**src/sv/spq_pkg.sv**
```systemverilog
// Shared types and constants for the stable priority queue.
// No dependencies; used by spq_cell and stable_priority_queue_unit.
package spq_pkg;

  localparam int PRIO_W            = 5;
  localparam int DATA_W            = 32;
  localparam int FILL_W            = 5;
  localparam int DEPTH_DEF         = 16;
  localparam int PAYLOAD_WIDTH_DEF = 32;

  localparam logic MODE_ENQ = 1'b0;
  localparam logic MODE_DEQ = 1'b1;

  typedef enum logic [1:0] {
    ST_ENQ   = 2'd0,
    ST_DEQ   = 2'd1,
    ST_EMPTY = 2'd2,
    ST_FULL  = 2'd3
  } status_t;

  // Per-cycle command broadcast to every cell.
  typedef struct packed {
    logic enq;
    logic deq;
  } cell_ctrl_t;

endpackage

```
**src/sv/spq_cell.sv**
```systemverilog
// One slot of the sorted shift-register queue: holds a priority and payload.
// Depends on spq_pkg.
module spq_cell #(
  parameter int PAYLOAD_WIDTH = spq_pkg::PAYLOAD_WIDTH_DEF
) (
  input  logic                       clk,
  input  spq_pkg::cell_ctrl_t        ctrl,
  input  logic                       occupied,
  input  logic [spq_pkg::PRIO_W-1:0] new_prio,
  input  logic [PAYLOAD_WIDTH-1:0]   new_payload,
  input  logic                       left_keep,
  input  logic [spq_pkg::PRIO_W-1:0] left_prio,
  input  logic [PAYLOAD_WIDTH-1:0]   left_payload,
  input  logic [spq_pkg::PRIO_W-1:0] right_prio,
  input  logic [PAYLOAD_WIDTH-1:0]   right_payload,
  output logic [spq_pkg::PRIO_W-1:0] prio,
  output logic [PAYLOAD_WIDTH-1:0]   payload,
  output logic                       keep
);

  logic [spq_pkg::PRIO_W-1:0] prio_r, prio_nxt;
  logic [PAYLOAD_WIDTH-1:0]   payload_r, payload_nxt;

  // Entry stays put on insert when it ranks equal or above the new one.
  assign keep = occupied && (prio_r >= new_prio);

  always_comb begin
    prio_nxt    = prio_r;
    payload_nxt = payload_r;
    if (ctrl.enq && !keep) begin
      if (left_keep) begin
        prio_nxt    = new_prio;
        payload_nxt = new_payload;
      end else begin
        prio_nxt    = left_prio;
        payload_nxt = left_payload;
      end
    end else if (ctrl.deq) begin
      prio_nxt    = right_prio;
      payload_nxt = right_payload;
    end
  end

  always_ff @(posedge clk) begin
    prio_r    <= prio_nxt;
    payload_r <= payload_nxt;
  end

  assign prio    = prio_r;
  assign payload = payload_r;

endmodule

```
**src/sv/stable_priority_queue_unit.sv**
```systemverilog
// Stable priority queue: top level with handshake, fill count and cell chain.
// Depends on spq_pkg and spq_cell.
//
// Each input beat is one command: enqueue (in_tuser = 0) or dequeue (in_tuser = 1),
// and each produces exactly one output beat in the cycle after acceptance. A new
// beat is taken every cycle as long as the result register is empty or being
// drained, so the sustained rate is one beat per clock. All DEPTH cells compare
// the incoming priority against their own in the same cycle and shift in one
// step, so the rate does not depend on DEPTH. Entries of equal priority leave in
// arrival order. An enqueue into a full queue is dropped and reported as full; a
// dequeue of an empty queue reports empty. fill_level is the entry count after
// the command, low five bits.
module stable_priority_queue_unit #(
  parameter int DEPTH         = spq_pkg::DEPTH_DEF,
  parameter int PAYLOAD_WIDTH = spq_pkg::PAYLOAD_WIDTH_DEF
) (
  input  logic        clk,
  input  logic        rst_n,
  input  logic        in_tvalid,
  output logic        in_tready,
  input  logic [39:0] in_tdata,   // [4:0] prio, [36:5] payload, rest zero
  input  logic        in_tuser,   // [0] mode
  output logic        out_tvalid,
  input  logic        out_tready,
  output logic [47:0] out_tdata,  // [4:0] out_prio, [36:5] out_payload, [41:37] fill_level
  output logic [1:0]  out_tuser   // [1:0] status
);

  localparam int CW = $clog2(DEPTH + 1);
  localparam int PW = PAYLOAD_WIDTH;
  localparam logic [CW-1:0] FULL_CNT = CW'(DEPTH);

  logic                       accept;
  logic                       mode;
  logic [spq_pkg::PRIO_W-1:0] new_prio;
  logic [spq_pkg::DATA_W-1:0] in_payload;
  logic [PW-1:0]              new_payload;
  logic [PW+spq_pkg::DATA_W-1:0] in_ext;

  logic [CW-1:0] count_r, count_nxt;
  logic          is_full, is_empty;
  spq_pkg::cell_ctrl_t ctrl;

  logic [spq_pkg::PRIO_W-1:0] cell_prio [DEPTH];
  logic [PW-1:0]              cell_payload [DEPTH];
  logic [DEPTH-1:0]           cell_keep;

  logic                       out_valid_r;
  spq_pkg::status_t           out_status_r, status_nxt;
  logic [spq_pkg::PRIO_W-1:0] out_prio_r, out_prio_nxt;
  logic [spq_pkg::DATA_W-1:0] out_payload_r, out_payload_nxt;
  logic [spq_pkg::FILL_W-1:0] out_fill_r;
  logic [spq_pkg::DATA_W+PW-1:0] head_ext;
  logic [CW+spq_pkg::FILL_W-1:0] fill_ext;

  assign in_tready  = rst_n && (!out_valid_r || out_tready);
  assign accept     = in_tvalid && in_tready;
  assign mode       = in_tuser;
  assign new_prio   = in_tdata[4:0];
  assign in_payload = in_tdata[36:5];
  assign in_ext     = {{PW{1'b0}}, in_payload};
  assign new_payload = in_ext[PW-1:0];

  assign is_full  = (count_r == FULL_CNT);
  assign is_empty = (count_r == '0);

  assign ctrl.enq = accept && (mode == spq_pkg::MODE_ENQ) && !is_full;
  assign ctrl.deq = accept && (mode == spq_pkg::MODE_DEQ) && !is_empty;

  genvar i;
  generate
    for (i = 0; i < DEPTH; i++) begin : g_cell
      localparam logic [CW-1:0] IDX = CW'(i);
      logic                       l_keep;
      logic [spq_pkg::PRIO_W-1:0] l_prio, r_prio;
      logic [PW-1:0]              l_payload, r_payload;

      if (i == 0) begin : g_head
        assign l_keep    = 1'b0;
        assign l_prio    = new_prio;
        assign l_payload = new_payload;
      end else begin : g_body
        assign l_keep    = cell_keep[i-1];
        assign l_prio    = cell_prio[i-1];
        assign l_payload = cell_payload[i-1];
      end

      if (i == DEPTH - 1) begin : g_tail
        assign r_prio    = cell_prio[i];
        assign r_payload = cell_payload[i];
      end else begin : g_mid
        assign r_prio    = cell_prio[i+1];
        assign r_payload = cell_payload[i+1];
      end

      spq_cell #(
        .PAYLOAD_WIDTH(PW)
      ) u_cell (
        .clk          (clk),
        .ctrl         (ctrl),
        .occupied     (IDX < count_r),
        .new_prio     (new_prio),
        .new_payload  (new_payload),
        .left_keep    (l_keep),
        .left_prio    (l_prio),
        .left_payload (l_payload),
        .right_prio   (r_prio),
        .right_payload(r_payload),
        .prio         (cell_prio[i]),
        .payload      (cell_payload[i]),
        .keep         (cell_keep[i])
      );
    end
  endgenerate

  assign head_ext = {{spq_pkg::DATA_W{1'b0}}, cell_payload[0]};

  always_comb begin
    count_nxt       = count_r;
    out_prio_nxt    = '0;
    out_payload_nxt = '0;
    if (mode == spq_pkg::MODE_ENQ) begin
      if (is_full) begin
        status_nxt = spq_pkg::ST_FULL;
      end else begin
        status_nxt = spq_pkg::ST_ENQ;
        count_nxt  = count_r + CW'(1);
      end
    end else if (is_empty) begin
      status_nxt = spq_pkg::ST_EMPTY;
    end else begin
      status_nxt      = spq_pkg::ST_DEQ;
      count_nxt       = count_r - CW'(1);
      out_prio_nxt    = cell_prio[0];
      out_payload_nxt = head_ext[spq_pkg::DATA_W-1:0];
    end
  end

  assign fill_ext = {{spq_pkg::FILL_W{1'b0}}, count_nxt};

  always_ff @(posedge clk) begin
    if (!rst_n) begin
      count_r     <= '0;
      out_valid_r <= 1'b0;
    end else begin
      if (accept) begin
        count_r     <= count_nxt;
        out_valid_r <= 1'b1;
      end else if (out_tready) begin
        out_valid_r <= 1'b0;
      end
    end
  end

  always_ff @(posedge clk) begin
    if (accept) begin
      out_status_r  <= status_nxt;
      out_prio_r    <= out_prio_nxt;
      out_payload_r <= out_payload_nxt;
      out_fill_r    <= fill_ext[spq_pkg::FILL_W-1:0];
    end
  end

  assign out_tvalid = out_valid_r;
  assign out_tuser  = out_status_r;
  assign out_tdata  = {6'b0, out_fill_r, out_payload_r, out_prio_r};

`ifndef SYNTH
  a_count_bound: assert property (@(posedge clk) disable iff (!rst_n)
    count_r <= FULL_CNT)
    else $error("entry count above depth");

  a_result_follows: assert property (@(posedge clk) disable iff (!rst_n)
    accept |=> out_tvalid)
    else $error("accepted command left no result");

  a_empty_report: assert property (@(posedge clk) disable iff (!rst_n)
    (accept && mode == spq_pkg::MODE_DEQ && is_empty) |=>
      (out_tuser == spq_pkg::ST_EMPTY && $stable(count_r)))
    else $error("empty dequeue misreported");

  a_full_report: assert property (@(posedge clk) disable iff (!rst_n)
    (accept && mode == spq_pkg::MODE_ENQ && is_full) |=>
      (out_tuser == spq_pkg::ST_FULL && $stable(count_r)))
    else $error("full enqueue misreported");

  a_head_order: assert property (@(posedge clk) disable iff (!rst_n)
    (count_r >= CW'(2)) |-> (cell_prio[0] >= cell_prio[1]))
    else $error("head entries out of priority order");
`endif

endmodule

```
**config.mk**
```make
export PLATFORM = sky130hd
export DESIGN_NAME = stable_priority_queue_unit
export DESIGN_NICKNAME = d
export VERILOG_FILES = /design/src/sv/spq_pkg.sv /design/src/sv/spq_cell.sv /design/src/sv/stable_priority_queue_unit.sv
export SDC_FILE = /design/constraint.sdc
export NUM_CORES = 2
export LEC_CHECK = 0
export ABC_AREA = 0
export CAP_MARGIN = 5
export CORE_ASPECT_RATIO = 1.75
export CORE_MARGIN = 5
export CORE_UTILIZATION = 37
export DETAILED_ROUTE_END_ITERATION = 10
export DONT_BUFFER_PORTS = 1
export SETUP_SLACK_MARGIN = 0.15
export SLEW_MARGIN = 20
export SYNTH_ARGS = -nofsm -noshare
export SYNTH_HDL_FRONTEND = slang
export SYNTH_SLANG_ARGS = --single-unit
```
**constraint.sdc**
```tcl
create_clock -name clk -period 5.93 [get_ports clk]
set_clock_uncertainty 0.15 [all_clocks]
set_input_delay 0.593 -clock clk [delete_from_list [all_inputs] [get_ports clk]]
set_output_delay 0.593 -clock clk [all_outputs]
set_load 0.005 [all_outputs]
```
# Yosys cells after proc, flatten, opt, wreduce, memory -nomap -nowiden
# Index checks and enable logic that the tools add are counted.
# classes
shifts,0
n_addsub,2
eq_ne,1
bitwise,1
magnitude_cmp,32
muxes,98
reduce_logical,76
multipliers,0
div,0
# op_table
op,n
32-bit 2-to-1 mux,45
5-bit 2-to-1 mux,48
5-bit greater-or-equal comparator,16
4-bit by 5-bit < comparator with 1-bit output (first input constant),8
1-bit logical AND,38
2-bit nonzero test,16
3-bit by 5-bit < comparator with 1-bit output (first input constant),4
1-bit zero test,19
1-bit by 5-bit < comparator with 1-bit output (first input constant),2
2-bit by 5-bit < comparator with 1-bit output (first input constant),2
2-bit 2-to-1 mux,3
5-bit by 1-bit adder with 5-bit output (second input constant),1
5-bit equality test (second input constant),1
5-bit zero test,1
5-bit by 1-bit subtractor with 5-bit output (second input constant),1
1-bit 2-to-1 mux,2
2-bit OR reduction,1
1-bit logical OR,1
1-bit inverter,1
# totals
latch_bits,0
out_inout_bits,52
mem_bits_rw,0
memories,0
mem_bits_ro,0
reg_bits,642

# Logic depth before layout (Yosys ltp)
# depth
depth_word,8
mapped_depth,11

# Modules after synthesis
# A second synthesis with hierarchy kept.
# unflattened
cells_unflattened,3682
area_unflattened_um2,43151.4
# by_module_without_submodules
module,cells_per_inst,n_inst,area_each_um2,seq_area_each_um2
spq_cell (g_cell[3].u_cell ...),320,7,3064.2,1111.1
spq_cell (g_cell[0].u_cell ...),139,9,2145.8,1111.1
stable_priority_queue_unit,191,1,2389.8,1441.4

# Worst setup path after synthesis
# No wires, ideal clock.
# synth_path
kind,register -> register
start,register count_r[0]
end,register g_cell[15].u_cell.payload_r[0] (enable)
period_less_slack_ns,4.576
t_arrival_ns,3.972
n_path_buf,3
path_stages_with_launch,11
setup_slack_ns,1.354
cell_sequence,dfxtp_1 > clkbuf_1 > inv_1 > ha_1 > nor4bb_4 > or2_4 > nor2_2 > buf_2 > buf_2 > nand2_1 > a31oi_1
# synth_via
elab_chain_len,4
elab_cells_between_ends,7
classes_between,order compare (1); eq/ne (1); reduce/logical (5)
# synth_rtl
element,line,source
"start, declared",stable_priority_queue_unit.sv:40,"logic [CW-1:0] count_r, count_nxt;"
"start signal, assigned",stable_priority_queue_unit.sv:147,count_r <= count_nxt;
4-bit by 5-bit < comparator with 1-bit output or 5-bit equality test (tied branches),"stable_priority_queue_unit.sv:101, stable_priority_queue_unit.sv:64",
1-bit logical AND or 1-bit zero test (tied branches),"spq_cell.sv:25, stable_priority_queue_unit.sv:67",
1-bit zero test or 1-bit logical AND (tied branches),"spq_cell.sv:30, stable_priority_queue_unit.sv:67",
1-bit logical AND (*),spq_cell.sv:30,if (ctrl.enq && !keep) begin
"end signal, assigned",spq_cell.sv:46,payload_r <= payload_nxt;
"end, declared",spq_cell.sv:22,"logic [PAYLOAD_WIDTH-1:0] payload_r, payload_nxt;"
# Every way passes the cells marked *; elsewhere a longest branch is shown, timed or not.
# A chain may end at the register's enable or synchronous reset.

# Worst setup path after layout
# layout_path
start,register count_r[0]
end,register g_cell[5].u_cell.payload_r[10] (enable)
# layout_via
elab_chain_len,5
elab_cells_between_ends,11
classes_between,order compare (1); eq/ne (1); reduce/logical (9)
# layout_rtl
element,line
3-bit by 5-bit < comparator with 1-bit output or 5-bit equality test (tied branches),"stable_priority_queue_unit.sv:101, stable_priority_queue_unit.sv:64"
1-bit logical AND or 1-bit zero test (tied branches),"spq_cell.sv:25, stable_priority_queue_unit.sv:67"
1-bit zero test or 1-bit logical AND (tied branches),"spq_cell.sv:30, stable_priority_queue_unit.sv:67"
1-bit logical AND,spq_cell.sv:30
2-bit nonzero test (no line) (*),--
"end signal, assigned",spq_cell.sv:46
"end, declared",spq_cell.sv:22
# Marks and branches as above.

==> results.yml <==
clocking:
  cts_max_path_buffers: 3
  clock_tree.root_cell: "clkbuf_16"
  clk-insertion-delay-late_ps: 610
  ctsResizeCount: 0
  htreeDepth: 2
  cts_buffers: 56
  cts.sinks: 642
  clk_pin_slew_ps: 70
  cts_tree: "built"
route:
  vias_per_cell: 5.192
  vias: 20780
  wl_per_cell_um: 17.83
  ant_nets: 0
  drt_iter0_drc: 1448
  drc_errors: 0
  first_pass_iters: 7
  drt_wl_total_mm: 71.34
critical_path:
  path_common_cell: "buf_4"
  crit_slowest_cell: "nand2b_2"
  required_ps: 6000
  max_stage_delay_ps: 820
  worstPathCellList: "inv_1 -> ha_1 -> nor4bb_4 -> or2_4 -> nor2_4 -> buf_4 -> and2_1 -> buf_4 -> nand2b_2"
  worstReg2RegStart: "count_r[0]$_SDFFE_PN0N_"
  cp-endpoint: "g_cell[5].u_cell.payload[10]$_DFFE_PP_"
  crit_path_start_kind: "register"
  reg2regPathDepth: 9
  critPathKind: "register to register"
  critPathCaptureType: "register"
  regToRegSetupSlack_ps: 1790
  arrival_ps: 4210
  r2r-end: "g_cell[5].u_cell.payload[10]$_DFFE_PP_"
  startpoint: "count_r[0]$_SDFFE_PN0N_"
  critical_path_peak_fanout: 38
sta:
  relSlewSlack: 0.2977
  period_share: 0.6987
  setup_tns_ps: 0
  report.final.slew_viol_count: 0
  final-hold-violation-count: 0
  clock.fmax_ghz: 0.2414
  period_minus_slack_ps: 4143
  final-setup-viol-count: 0
  grt_setup_unrepaired: "no"
  worst_slew_pin_slew_ps: 1053
synth:
  synthArstFlopShare: 0
  netlist_instances: 2884
  yosys.cell_types.count: 58
  ys_seq_elements: 642
  avgSynthCellArea_um2: 11.76
  synth_edf_count: 636
  ys_warn_count: 0
  synth_ff_type: "edfxtp_1"
  netlist_area_um2: 33910
  seq_area_frac_synth: 0.5667
pwr:
  ir_drop_mv: 0.2058
  p_per_area_nw_per_um2: 282.9
  leakage_uw: 0.01549
  power_uw: 10400
global_route:
  grt_pass1_wl_mm: 116.0
  grt_max_degree: 75
  antenna_found_initial: 0
  track_usage: 0.1416
  globalRouteOverflowTotal: 0
  grt_pass1_vias: 20780
layout:
  antennaDiodeCount: 0
  layout_commonest_cell: "a21oi_1"
  nFillCells: 8647
  drive_above_1_share: 0.06157
  num-nets-final: 2901
  area_delta_synth_final_pct: 8.434
  multi_input_area_um2: 13660
  seqCellArea_um2: 19220
  layout_common_cells: "a21oi_1 (644), edfxtp_1 (636), mux2i_1 (520), nor2_1 (425), ha_1 (84)"
placed_design:
  io_buffers: 0
  gp_congestion: 0.7742
  hpwl_mm: 50.15
die:
  start_util: 0.3710
  die-width_um: 238.9
  io_pins: 97
  die_area_um2: 98050
  rows: 147
  die_h_um: 410.5
  core_area_um2: 91410
job:
  max-cap-violations: 0
hold_path:
  hold_class: "input pin to register"
outcome:
  status: "complete, no violations"
## kinds of logic after synthesis
group                      synth area share
AOI/OAI and AO/OA                    0.1156
muxes                                0.1764
DFF                                  0.5667
buffers and inverters               0.03892
and+or+nand+nor                     0.07080
xor gates and xnor gates          0.0005166
other                             0.0001106
adders and majority gates           0.03099
## report_power, final
part	internal, uW	leakage (uW)	switching (uW)
registers	5370	0.00590	146
logic	499	0.00875	789
clock network	1940	0.000841	1660
## worst min-delay path by stage
stage	startpoint	to	slack (ps)	cells past startpoint
2_1_floorplan	g_cell[0].u_cell.payload[0]$_DFFE_PP_	out_payload_r[0]$_SDFFCE_PP0N_	370	1
3_3_place_gp	g_cell[0].u_cell.payload[30]$_DFFE_PP_	out_payload_r[30]$_SDFFCE_PP0N_	380	1
3_5_place_dp	g_cell[0].u_cell.payload[19]$_DFFE_PP_	out_payload_r[19]$_SDFFCE_PP0N_	390	1
4_1_cts	in_tdata[28]	g_cell[0].u_cell.payload[23]$_DFFE_PP_	3	1
5_1_grt	in_tdata[12]	g_cell[15].u_cell.payload[7]$_DFFE_PP_	20	1
6_report	in_tdata[28]	g_cell[0].u_cell.payload[23]$_DFFE_PP_	50	1
## layer usage
layer / global-route usage / up-vias / share of wire
met3: 0.01599 / 89 / 0.037
met2: 0.2585 / 415 / 0.51
met4: 0.03634 / 0 / 0.021
met1: 0.1777 / 9852 / 0.43
li1: - / 10420 / -
met5: 0 / - / 0
## metrics by stage
stage / instance area [um2] / setup WS (ps) / instances / hold WS, ps / utilization
CTS: 36750 / 1691 / 4001 / 3.360 / 0.4020
global route: 36770 / 1504 / 4002 / 16.07 / 0.4023
finish: 36770 / 1787 / 4002 / 46.45 / 0.4023
global placement: 34820 / 1709 / 3884 / 381.1 / 0.3810
detailed placement: 34820 / 1674 / 3884 / 387.7 / 0.3810
floorplan: 33930 / 1354 / 2889 / 374.3 / -
## worst max-delay path, delay by kind of cell, from the launching register on
kind,cells,cell delay [ps]
adder cells (fa/ha/maj),1,260
buffers and inverters,3,910
AND/OR/NAND/NOR,5,1780
flip-flops,1,620
## cells in the mapped netlist, types with 5 or more instances
master      n  area share
nor2b_1     6      0.0011
dfxtp_1     6      0.0035
mux2i_1   520        0.15
o21ai_1    12      0.0018
ha_1       84       0.031
buf_4      24      0.0053
o21ai_0    30      0.0044
mux2_1     69       0.023
edfxtp_1  636        0.56
clkbuf_1   84      0.0093
a311oi_2    6      0.0027
and2_1     42      0.0077
inv_1      25      0.0028
nand2_1    18      0.0020
buf_2     125       0.018
buf_6       7      0.0023
nor2_1    425       0.047
a21oi_1   646       0.095
buf_1       5     0.00055
a211oi_1   12      0.0027
nor3b_1    11      0.0024
nand3_1     9      0.0013
nand2b_1   27      0.0050
## cell type report
class / count / share of cell area
flip-flops and latches: 642 / 0.5226
clock inverters: 27 / 0.007213
repair buffers: 70 / 0.01606
multi-input cells: 1975 / 0.3714
inverters: 27 / 0.002756
well taps: 1192 / 0.04056
clock buffers: 69 / 0.03943
## state kept, by name, indices dropped and copies added (netlist names)
register and count:
count_r 5, out_payload_r 32, out_tvalid 1, out_fill_r 5, g_cell.u_cell.payload 512, out_tuser 2, out_prio_r 5, g_cell.u_cell.prio 80
## what timing repair did
action                    in CTS  in global routing
hold buffers                  21                  0
buffers inserted               0                  0
hold endpoints to repair      24                  0
Power figures use the tool's default switching activity.
